--- src/rtl/core/gvn_fifo.sv ---
`default_nettype none
module gvn_fifo #(
	parameter int WIDTH = 8,
	parameter int DEPTH = 4
) (
	input  logic             clk,
	input  logic             arst_n,
	input  logic             push,
	input  logic [WIDTH-1:0] din,
	input  logic             pop,
	output logic [WIDTH-1:0] dout,
	output logic             empty,
	output logic             full
);

	// depth is a power of two so the pointers wrap on their own
	localparam int AW = (DEPTH > 1) ? $clog2(DEPTH) : 1;

	logic [WIDTH-1:0] fifo_q [DEPTH];
	logic [AW-1:0]    wr_q, rd_q;
	logic [AW:0]      cnt_q;

	assign empty = (cnt_q == '0);
	assign full  = (cnt_q == (AW+1)'(DEPTH));
	assign dout  = fifo_q[rd_q];

	always_ff @(posedge clk) begin
		if (push) begin
			fifo_q[wr_q] <= din;
		end
	end

	always_ff @(posedge clk or negedge arst_n) begin
		if (!arst_n) begin
			wr_q  <= '0;
			rd_q  <= '0;
			cnt_q <= '0;
		end else begin
			if (push) begin
				wr_q <= wr_q + AW'(1);
			end
			if (pop) begin
				rd_q <= rd_q + AW'(1);
			end
			cnt_q <= cnt_q + (AW+1)'(push) - (AW+1)'(pop);
		end
	end

endmodule
`default_nettype wire

--- config.mk ---
export PLATFORM = sky130hd
export DESIGN_NAME = gvn_fifo
export DESIGN_NICKNAME = d
export VERILOG_FILES = /design/src/rtl/core/gvn_fifo.sv
export SDC_FILE = /design/constraint.sdc
export NUM_CORES = 1
export LEC_CHECK = 0
export ABC_AREA = 1
export BUFFER_PORTS_ARGS = -buffer_cell sky130_fd_sc_hd__buf_2
export CAP_MARGIN = 20
export CORE_ASPECT_RATIO = 1.25
export CORE_MARGIN = 3
export CORE_UTILIZATION = 50
export DETAILED_ROUTE_END_ITERATION = 10
export HOLD_SLACK_MARGIN = 0.02
export PLACE_DENSITY = 0.75
export SLEW_MARGIN = 10
export SYNTH_ARGS = -nofsm -noshare
export SYNTH_HDL_FRONTEND = slang
export SYNTH_SLANG_ARGS = --single-unit
--- constraint.sdc ---
create_clock -name clk -period 2 [get_ports clk]
set_input_delay 0.3 -clock clk [delete_from_list [all_inputs] [get_ports clk]]
set_output_delay 0.3 -clock clk [all_outputs]
set_load 0.01 [all_outputs]
==> results, run 1 <==
- The run finished with clean final reports.
- For this run the aggregate overflow at the end of global routing stands at 0.
- The congestion estimate from routability-driven global placement came to 0.699.
- Counting instances, the worst hold path has a depth of 1.
- Data on the critical path arrives at its endpoint at approximately 1.5 ns.
- Counting the buffers created by CTS gives 5.
- The die outline width is 59.7 um.
- Synthesis inferred 39 register bits.
- The maximum clock path buffer count is 2.
- The overall fraction of global-route tracks in use is 0.170.
- In the post-route analysis, the smallest setup slack over all paths is approximately 0.17 ns.
- The worst setup path is launched from a flip-flop.
- The H-tree level count is 2.
- The via total after detailed routing is 1,144.
- VDD sags by at most slightly below 0.0009 V.
- Of the cells placed in the final design, the portion with a size suffix greater than 1 is 0.193.
- The net count after synthesis is 190.
- In this run the mean area of a mapped cell was 10.5 um^2.
- The slew of the pin with the lowest slew margin is around 0.53 ns.
- Measured in cells, the most critical reg-to-reg path has a length of 9.
- Along the worst path, the maximum fanout reaches 12.
- The per-cell routed wire length is 13.4 um.
- The cell area after technology mapping is between 1500 and 2000 um^2.
- In this run the power density over the cells is roughly 1400 nW/um^2.
- The sink count of the clock tree is 39.
- The vertical die dimension is roughly 73 um.
- From synthesis to final layout, the design area changed by 11.0%.
- The quantity of I/O buffers inserted on ports is 21.
- The number of global-route vias before repair is around 1,200.
- The worst clock skew on the final layout is approximately 0.006 ns.
- The sum of negative setup slack is 0 ns.
- The clock latency at the later pin of the worst-skew pair is ~0.28 ns.
- The setup path with the least slack is of type reg -> out.
- The initial core utilization is 0.539.
- Detailed placement finished with a half-perimeter wire length of around 2200 um.
- The number of I/O pins is 22.
- The area of the core is 3340 um^2.
- Entering global routing, the biggest net connects 17 pins.
- The clock-pin slew on the worst setup and hold paths is around 0.080 ns.
- The number of antenna repair diodes is 0.
- The post-synthesis cell count is about 170.
- In this run the critical register-to-register path is launched from cnt_q[0].
- The post-CTS setup buffer count is 0.
- The initial antenna violation count is 0.
- The number of core rows is 23.
- Setup violations remaining at the end of the flow were counted as 0.
- The first routing iteration left 55 violations.
- Counting the fill cells in the layout gives around 290.
- The reg2reg setup slack is 0.30 ns.
- CTS placed an instance of sky130_fd_sc_hd__clkbuf_8 at the clock tree root.
- In this run the most critical hold path is launched from din[4].
- The first global-routing pass estimated between 5000 and 6000 um of wire.
- The detail route stage leaves a number of antenna-violating nets equal to 0.
- The area of the die is around 4400 um^2.
- The count of final max-slew check failures was 0.
- The share of the clock period used by the worst path after layout is 0.917.
- The reg-to-reg endpoint is cnt_q[2].
- In this run the worst hold path is classified as in -> reg.
- The register area share after synthesis is 0.631.
- In the routed design, unresolved DRC markers number 0.
- The hold path endpoint is fifo_q[2][4].
- The required arrival time at the worst endpoint is 1.70 ns.
- Setup repair after global routing left no endpoint under its margin.
- The fmax is 545 MHz.
- For this run, the number of Yosys warnings is 0.
- In this run, distinct cell masters in the synthesized netlist total 17.
- At the end of the flow, the number of nets in the layout was between 200 and 250.
- The detailed-route wire length is 3130 um.
- The number of detailed-routing iterations run before antenna repair is 4.
- Across the run, the number of max-cap violations was 0.
- At the placement stage, the worst setup path has a slack of 0.303 ns.
- The hold violation total from the final report was 0.
- The worst pin sits at a relative slew slack of 0.649.
- The TritonCTS clock tree is built.
- The final period demand of the worst path is around 1.8 ns.
- The worst setup path is captured at an output port.
- After detailed routing, the number of vias per cell comes to ~4.9.
- The leakage power of the design is 1.00 nW.
- The count of instances resized after the clock tree is built is 0.
-- power breakdown --
group / total (mW) / internal [mW] / switching, mW
combinational: 0.979 / 0.364 / 0.615
sequential: 1.25 / 1.09 / 0.162
clock: 0.498 / 0.244 / 0.253
-- timing repair --
action / 4_1_cts / 5_1_grt
hold endpoints to repair: 7 / 0
endpoints found under the setup margin: 0 / 0
hold buffers: 1 / 0
-- cells by family after synthesis --
| group | synth area share |
|---|---|
| xor gates and xnor gates | 0.0146 |
| buffers and inverters | 0.128 |
| and+or+nand+nor | 0.170 |
| DFF | 0.631 |
| adders and majority gates | 0.0529 |
| AOI/OAI and AO/OA | 0.00278 |
-- per-stage QoR --
| stage | power, mW | std cells | cell area (um^2) | util | hold WS [ns] |
|---|---|---|---|---|---|
| 4_1_cts | 2.76 | 234 | 2000 | 0.598 | 0.220 |
| 2_1_floorplan | 1.98 | 171 | 1800 | - | 0.00441 |
| 3_5_place_dp | 2.27 | 225 | 1910 | 0.571 | 0.143 |
| 5_1_grt | 2.96 | 234 | 2000 | 0.598 | 0.219 |
| 3_3_place_gp | 2.17 | 225 | 1910 | 0.571 | 0.139 |
| 6_report | 2.73 | 234 | 2000 | 0.598 | 0.225 |
-- flip-flops by register name, summed over array words and instances (netlist names) --
| register | flops |
|---|---|
| cnt_q | 3 |
| fifo_q | 32 |
| rd_q | 2 |
| wr_q | 2 |
-- area by class of cell --
cell class	instances	area, um^2	share of cell area
inverters	46	178	0.0890
clock buffers	7	76.3	0.0382
multi-input cells	81	433	0.217
flip-flops and latches	39	1140	0.569
clock inverters	1	5.00	0.00251
well taps	37	46.3	0.0232
repair buffers	23	123	0.0614
-- synthesized netlist by cell type --
cell type | count | area, um^2
sky130_fd_sc_hd__buf_2 | 1 | 5.00
sky130_fd_sc_hd__nand2_1 | 43 | 161
sky130_fd_sc_hd__inv_2 | 1 | 3.75
sky130_fd_sc_hd__xor2_1 | 3 | 26.3
sky130_fd_sc_hd__ha_1 | 6 | 75.1
sky130_fd_sc_hd__nor3_1 | 2 | 10.0
sky130_fd_sc_hd__edfxtp_1 | 32 | 961
sky130_fd_sc_hd__o21ai_0 | 1 | 5.00
sky130_fd_sc_hd__fa_1 | 1 | 20.0
sky130_fd_sc_hd__nand2_2 | 8 | 50.1
sky130_fd_sc_hd__clkbuf_2 | 1 | 5.00
sky130_fd_sc_hd__dfrtp_1 | 7 | 175
sky130_fd_sc_hd__inv_6 | 1 | 8.76
sky130_fd_sc_hd__buf_12 | 1 | 20.0
sky130_fd_sc_hd__inv_1 | 44 | 165
sky130_fd_sc_hd__nand3_1 | 17 | 85.1
sky130_fd_sc_hd__buf_6 | 2 | 22.5
-- metal layers --
| metal | global-route usage | part of all wire |
|---|---|---|
| met3 | 0.0513 | 0.038 |
| met1 | 0.178 | 0.39 |
| met2 | 0.311 | 0.56 |
| met5 | 0 | 0 |
| met4 | 0.0640 | 0.015 |
-- critical path: stages, from the launching register on --
cell	delay, ns
sky130_fd_sc_hd__dfrtp_1	0.67
sky130_fd_sc_hd__buf_4	0.25
sky130_fd_sc_hd__nand2_1	0.06
sky130_fd_sc_hd__nand3_1	0.07
sky130_fd_sc_hd__nand2_1	0.06
sky130_fd_sc_hd__buf_2	0.13
-- worst max-delay path by stage --
stage,from,endpoint,slack [ns]
after floorplan,cnt_q[0],cnt_q[2],0.45
after global placement,pop,cnt_q[2],0.39
after detailed placement,pop,cnt_q[2],0.30
after CTS,rd_q[0],dout[1],0.16
after global routing,rd_q[0],dout[0],0.04
final,rd_q[0],dout[0],0.17
-- cells in the final DEF, fill, tap and decap left out --
master,synthesis,layout
sky130_fd_sc_hd__inv_1,44,44
sky130_fd_sc_hd__buf_4,0,1
sky130_fd_sc_hd__xor2_1,3,3
sky130_fd_sc_hd__inv_2,1,1
sky130_fd_sc_hd__buf_2,1,21
sky130_fd_sc_hd__ha_1,6,6
sky130_fd_sc_hd__nand2_1,43,43
sky130_fd_sc_hd__edfxtp_1,32,32
sky130_fd_sc_hd__inv_6,1,1
sky130_fd_sc_hd__dlygate4sd3_1,0,1
sky130_fd_sc_hd__fa_1,1,1
sky130_fd_sc_hd__nand2_2,8,8
sky130_fd_sc_hd__clkinv_2,0,1
sky130_fd_sc_hd__clkbuf_1,0,2
sky130_fd_sc_hd__dfrtp_1,7,7
sky130_fd_sc_hd__nand3_1,17,17
sky130_fd_sc_hd__clkbuf_8,0,5
sky130_fd_sc_hd__o21ai_0,1,1
sky130_fd_sc_hd__nor3_1,2,2
No activity file was read; power rests on OpenSTA's default activity.
==> run 2: changes to the inputs <==
--- a/config.mk
+++ b/config.mk
@@ -6,14 +6,14 @@
 export NUM_CORES = 1
 export LEC_CHECK = 0
 export ABC_AREA = 1
-export BUFFER_PORTS_ARGS = -buffer_cell sky130_fd_sc_hd__buf_2
 export CAP_MARGIN = 20
 export CORE_ASPECT_RATIO = 1.25
 export CORE_MARGIN = 3
 export CORE_UTILIZATION = 50
 export DETAILED_ROUTE_END_ITERATION = 10
+export DONT_BUFFER_PORTS = 1
 export HOLD_SLACK_MARGIN = 0.02
-export PLACE_DENSITY = 0.75
+export PLACE_DENSITY = 0.7
 export SLEW_MARGIN = 10
 export SYNTH_ARGS = -nofsm -noshare
 export SYNTH_HDL_FRONTEND = slang
==> results, run 2 (synthesis gave the netlist of run 1 again) <==
- After floorplanning, the core was divided into 23 placement rows.
- The slew of the pin with the lowest slew margin is 0.470 ns.
- With fillers left out, the area of the finished cells amounts to between 1500 and 2000 um^2.
- At the end of routability-driven placement, the weighted congestion stood at around 0.7.
- The per-cell routed wire length is 13.7 um.
- The run finished with clean final reports.
- The first TritonRoute pass finished after 4 iterations.
- The number of nets in the finished design is about 190.
- The number of filler cells placed in the layout is around 290.
- The largest registers in the layout are fifo_q (32), cnt_q (3).
- In the global route stage, overall resource usage came out at 0.155.
- STA classifies the critical path startpoint as a flip-flop.
- Setup violations remaining at the end of the flow were counted as 0.
- Summing internal, switching and leakage power gives ~2.6 mW.
- Compared with the post-synthesis result, the final layout area differs by 5.15%.
- The clock reaches the later pin of the worst-skew pair after about 0.28 ns.
- Clock tree synthesis selected as its root buffer the cell sky130_fd_sc_hd__clkbuf_8.
- Along the worst hold path, the cell count comes to 1.
- The register with the most flip-flops in the layout has 32 of them.
- The critical path crosses 9 cells after its start point.
- In this run the number of H-tree levels came out at 2.
- The number of global-route vias before repair came to around 1,100.
- The total congestion overflow after global routing is 0.
- The leakage power of the design is ~0.92 nW.
- The via total after detailed routing is ~1,000.
- The maximum clock path buffer count is 2.
- For this design the top-level I/O count stands at 22.
- The power density over cell area is approximately 1400 nW/um^2.
- The worst clock skew on the final layout is around 0.0045 ns.
- The slowest cell on the critical path is sky130_fd_sc_hd__fa_1.
- The detailed-route wire length is 2920 um.
- From bottom edge to top edge, the die measures ~73 um.
- The first global-routing pass estimated about 4800 um of wire.
- Setup repair after global routing left no endpoint under its margin.
- The repair_antennas step left the layout with diodes totalling 0.
- In this run the worst hold path is classified as in -> reg.
- The tightest hold path in the finished design has a slack of approximately 0.096 ns.
- Together, buffers and inverters on the worst path number 2.
- The critical path is of the reg -> reg type.
- The initial antenna violation count is 0.
- The sink count of the clock tree is 39.
- The number of nets with antenna violations after routing is 0.
- The startpoint identified for the worst hold timing path is pop.
- The kind of cell with the highest combined delay along the critical path is adder cells.
- The vias per cell is ~4.9.
- The worst hold path terminates at rd_q[0].
- The estimated wirelength of the detail-placed design is around 2100 um.
- The largest single stage delay on the critical path is about 0.39 ns.
- Across all register-to-register paths, the minimum setup slack is approximately 0.28 ns.
- The share of the clock period used by the worst path after layout is 0.862.
- The area of the core is 3340 um^2.
- Leaving out fill and tap cells, the most frequent cells in the layout are sky130_fd_sc_hd__inv_1 (44), sky130_fd_sc_hd__nand2_1 (43), sky130_fd_sc_hd__edfxtp_1 (32).
- In this run, the number of DRC markers left after iteration 0 of detailed routing was 35.
- STA classifies the critical path endpoint as a flip-flop.
- The commonest non-fill, non-tap cell in the layout is sky130_fd_sc_hd__inv_1.
- The sum of negative setup slack is 0 ns.
- The largest net degree at the start of global routing is 17.
- Subtracting the final worst setup slack from the clock period gives between 1.5 and 2 ns.
- Of the cells placed in the final design, the portion with a size suffix greater than 1 is 0.0966.
- The die covers between 4000 and 5000 um^2.
- The number of violations of the max-capacitance limit is 0.
- In this run the critical register-to-register path is launched from cnt_q[0].
- The reg-to-reg endpoint is cnt_q[2].
- The instance area at placement is ~1800 um^2.
- Static timing analysis puts the maximum clock frequency at 580 MHz.
- The die outline width is just under 60 um.
- The data arrival time at the worst-slack endpoint is around 1.9 ns.
- Ranked by flip-flop count, first place goes to fifo_q.
- The clock-pin slew on the worst setup and hold paths is ~0.070 ns.
- The hold violation total from the final report is 0.
- VDD sags by at most between 0.0008 and 0.0009 V.
- The count of final max-slew check failures is 0.
- For this configuration, the core starts out at a cell density of 0.539.
- The required arrival time at the worst endpoint is between 2 and 2.5 ns.
- Once layout is complete, the utilization of the core stands at 0.567.
- The cell with the most instances on the worst path is sky130_fd_sc_hd__nand2_1.
- The quantity of I/O buffers inserted on ports is 0.
- Walking the worst path, the cells encountered are inv_1, ha_1, inv_1, ha_1, fa_1, nand2_1, nand2_1, nand2_1, nand2_1.
- The DRC violations left is 0.
- After clock tree synthesis, the setup repair step added 0 buffers.
- Counting cells, the worst reg-to-reg path comes to 9.
- The maximum fanout count along the critical path is 3.
- The TritonCTS clock tree is built.
- The worst-case headroom to the max-slew limit is 0.687.
- The number of buffers inserted during clock tree synthesis is 5.
-- run 2: worst register-to-register path, delay by kind of cell, from the launching register on --
family / cells / cell delay (ns)
adders and majority gates: 3 / 0.83
DFF: 1 / 0.38
and+or+nand+nor: 4 / 0.31
buffers and inverters: 2 / 0.10
-- run 2: layout make-up --
| class | instances | area [um^2] | share of cell area |
|---|---|---|---|
| Clock buffer | 7 | 76.3 | 0.0403 |
| Inverter | 46 | 178 | 0.0939 |
| Tap cell | 37 | 46.3 | 0.0245 |
| Timing Repair Buffer | 2 | 17.5 | 0.00926 |
| Clock inverter | 1 | 5.00 | 0.00265 |
| Sequential cell | 39 | 1140 | 0.601 |
| Multi-Input combinational cell | 81 | 433 | 0.229 |
-- run 2: stage by stage --
step	std cells	setup WS [ns]
final	213	0.276
after global routing	213	0.162
after global placement	204	0.439
after detailed placement	204	0.291
after CTS	213	0.268
after floorplan	171	0.449
-- run 2: metal layers --
layer / up-vias / track usage / wire [um] / share of wire
li1: 528 / - / - / -
met1: 488 / 0.147 / 1020 / 0.35
met5: - / 0 / 0 / 0
met2: 22 / 0.285 / 1700 / 0.58
met3: 5 / 0.0602 / 158 / 0.054
met4: 0 / 0.0690 / 40 / 0.014
-- run 2: worst max path at each step --
stage / startpoint / to / slack, ns
2_1_floorplan: cnt_q[0] / cnt_q[2] / 0.45
3_3_place_gp: cnt_q[0] / cnt_q[2] / 0.44
3_5_place_dp: cnt_q[0] / cnt_q[2] / 0.29
4_1_cts: rd_q[0] / dout[7] / 0.27
5_1_grt: cnt_q[0] / cnt_q[2] / 0.16
6_report: cnt_q[0] / cnt_q[2] / 0.28
-- run 2: where the power goes --
group	internal (mW)	switching [mW]
combinational	0.264	0.581
sequential	1.09	0.152
clock	0.244	0.241
-- run 2: repair_timing --
item	in CTS	in global routing
hold endpoints to repair	7	0
gates resized for setup	0	0
hold buffers	1	0
setup endpoints to repair	0	0
==> run 3: changes to the inputs <==
--- a/config.mk
+++ b/config.mk
@@ -7,13 +7,16 @@
 export LEC_CHECK = 0
 export ABC_AREA = 1
 export CAP_MARGIN = 20
+export CELL_PAD_IN_SITES_DETAIL_PLACEMENT = 1
+export CELL_PAD_IN_SITES_GLOBAL_PLACEMENT = 1
 export CORE_ASPECT_RATIO = 1.25
 export CORE_MARGIN = 3
-export CORE_UTILIZATION = 50
+export CORE_UTILIZATION = 48
 export DETAILED_ROUTE_END_ITERATION = 10
 export DONT_BUFFER_PORTS = 1
 export HOLD_SLACK_MARGIN = 0.02
-export PLACE_DENSITY = 0.7
+export PLACE_DENSITY = 0.82
+export SETUP_SLACK_MARGIN = 0.4
 export SLEW_MARGIN = 10
 export SYNTH_ARGS = -nofsm -noshare
 export SYNTH_HDL_FRONTEND = slang
==> constraint.sdc (replaced) <==
create_clock -name clk -period 2 [get_ports clk]
set_input_delay 0 -clock clk [delete_from_list [all_inputs] [get_ports clk]]
set_output_delay 0 -clock clk [all_outputs]
set_load 0.01 [all_outputs]
==> results, run 3 (synthesis gave the netlist of run 1 again) <==
- The run finished with clean final reports.
- The global placer's final weighted congestion is between 0.6 and 0.7.
- The worst ir drop on vdd is ~0.00070 V.
- The number of buffers inserted during clock tree synthesis is 5.
- The initial antenna violation count is 0.
- The hold violation total from the final report came to 0.
- The worst clock skew on the final layout is slightly below 0.006 ns.
- After the last flow step, the layout net total stands at 205.
- Setup repair after global routing could not meet its margin everywhere.
- After global routing the overflow that remains totals 0.
- Once layout is complete, the utilization of the core stands at 0.570.
- The largest register by flop count is fifo_q.
- The clock latency at the later pin of the worst-skew pair is roughly 0.29 ns.
- The estimated wirelength of the detail-placed design is roughly 2800 um.
- The total area of sequential cells is ~1100 um^2.
- The count of final max-slew check failures is 0.
- The power density over cell area is between 1000 and 1500 nW/um^2.
- The number of flip-flops in the largest register is 32.
- STA classifies the critical path endpoint as a flip-flop.
- The overall fraction of global-route tracks in use is 0.202.
- The first global-routing pass estimated 6150 um of wire.
- The total buffers and inverters traversed by the critical path is 3.
- The required arrival time at the worst endpoint is approximately 2.2 ns.
- The first detailed-routing pass took 5 iterations.
- The leakage power of the design is around 0.96 nW.
- Entering global routing, the biggest net connects 17 pins.
- The detailed router's first-iteration violation count is 30.
- The number of setup violations in the final report is 0.
- The area of the core is approximately 3500 um^2.
- 22 I/O pins were placed.
- The number of cells after detailed placement is roughly 200.
- Across the run, the number of max-cap violations was 0.
- Data on the critical path arrives at its endpoint at approximately 1.9 ns.
- The critical path is of the reg -> reg type.
- The final period demand of the worst path is about 1.7 ns.
- In this run the worst path has a maximum fanout of 2.
- In the final layout, the share of cells above drive strength 1 is 0.134.
- The sink count of the clock tree is 39.
- The number of nets with antenna violations after routing is 0.
- For this run, design rule violations remaining after detail routing come to 0.
- The cell chosen for the clock root is sky130_fd_sc_hd__clkbuf_8.
- The sum of negative setup slack is 0 ns.
- In the finished design, the share of the clock period the worst path needs comes to 0.829.
- The final cell count without fillers is ~230.
- The relative area change from synthesis to final layout is 12.3%.
- The clock-pin slew on the worst setup and hold paths is 0.07 ns.
- The library cell used most frequently in the layout, excluding fill and tap cells, is sky130_fd_sc_hd__inv_1.
- The quantity of I/O buffers inserted on ports is 0.
- In the layout the commonest cells are sky130_fd_sc_hd__inv_1 (43), sky130_fd_sc_hd__nand2_1 (40), sky130_fd_sc_hd__edfxtp_1 (32).
- The die is between 70 and 80 um tall.
- The slowest stage of the critical path is the sky130_fd_sc_hd__dfrtp_1 cell.
- For this configuration, the core starts out at a cell density of 0.508.
- The fmax is approximately 600 MHz.
- The detailed-route wire length is between 3000 and 4000 um.
- The number of global-route vias before repair was 1,298.
- The startpoint type of the worst setup path is a flip-flop.
- Using the TritonRoute via totals, the vias-per-cell ratio works out to about 5.3.
- The worst hold margin is slightly below 0.05 ns.
- The area of the die is between 4000 and 5000 um^2.
- For this block, the via count after detailed routing is around 1,200.
- The worst pin sits at a relative slew slack of 0.729.
- The floorplan has 24 rows.
- The die is slightly above 60 um wide.
- At the pin with the least slew margin, the transition time is just over 0.4 ns.
- The number of filler cells placed in the layout is approximately 400.
- The worst stage delay on the critical path is between 0.3 and 0.4 ns.
- The combined area of the multi-input logic cells is 450 um^2.
- The TritonCTS clock tree is built.
- The per-cell routed wire length is between 15 and 20 um.
- In this run the worst hold path is classified as in -> async.
- The clock passes through at most 2 buffers.
- The repair_antennas step left the layout with diodes totalling 0.
- The H-tree was split into 2 levels.
- The count of cell instances traversed by the critical path is 10.
- Walking the worst path, the cells encountered are inv_1, ha_1, inv_1, ha_2, fa_2, inv_2, nand2_4, nand2_2, nand2_1, nand2_1.
- The largest registers in the layout are fifo_q (32), cnt_q (3).
- The cell family contributing the most delay on the critical path is adder cells.
- Measured in cells, the most critical reg-to-reg path has a length of 10.
## run 3: layer usage
| layer | global-route usage | routed length (um) |
|---|---|---|
| met1 | 0.193 | 1320 |
| met3 | 0.0538 | 188 |
| met2 | 0.392 | 2380 |
| met4 | 0.0795 | 71 |
| met5 | 0 | 0 |
## run 3: what timing repair did
action	in CTS	in global routing
hold buffers	11	0
gates resized for setup	6	2
setup endpoints to repair	1	9
endpoints found under the hold margin	44	0
setup buffers	1	0
pin swaps	3	2
## run 3: path summary, 6_finish.rpt
check | from | to | slack, ns
min | arst_n | wr_q[0] | 0.05
min in group clk | push | fifo_q[1][7] | 0.14
max in group asynchronous | arst_n | rd_q[0] | 1.67
max | cnt_q[0] | cnt_q[2] | 0.34
max reg2reg | cnt_q[0] | cnt_q[2] | 0.34
min reg2reg | wr_q[0] | wr_q[0] | 0.55
## run 3: area by class of cell
cell class | instances | share of cell area
clock buffers | 7 | 0.0378
clock inverters | 1 | 0.00248
inverters | 46 | 0.0879
multi-input cells | 81 | 0.223
flip-flops and latches | 39 | 0.563
well taps | 39 | 0.0241
repair buffers | 13 | 0.0619
## run 3: through the flow
stage          setup slack, ns  cell area, um^2  power [mW]
2_1_floorplan            0.449             1800        1.98
3_3_place_gp             0.438             1800        2.05
3_5_place_dp             0.264             1800        2.19
4_1_cts                  0.376             2010        2.76
5_1_grt                  0.276             2020        2.95
6_report                 0.341             2020        2.76
## run 3: report_power, final
part / total, mW / internal, mW / leakage, nW / switching (mW)
Combinational: 0.990 / 0.319 / 0.546 / 0.671
Sequential: 1.28 / 1.09 / 0.375 / 0.186
Clock: 0.495 / 0.244 / 0.0422 / 0.251
Total: 2.76 / 1.66 / 0.964 / 1.11
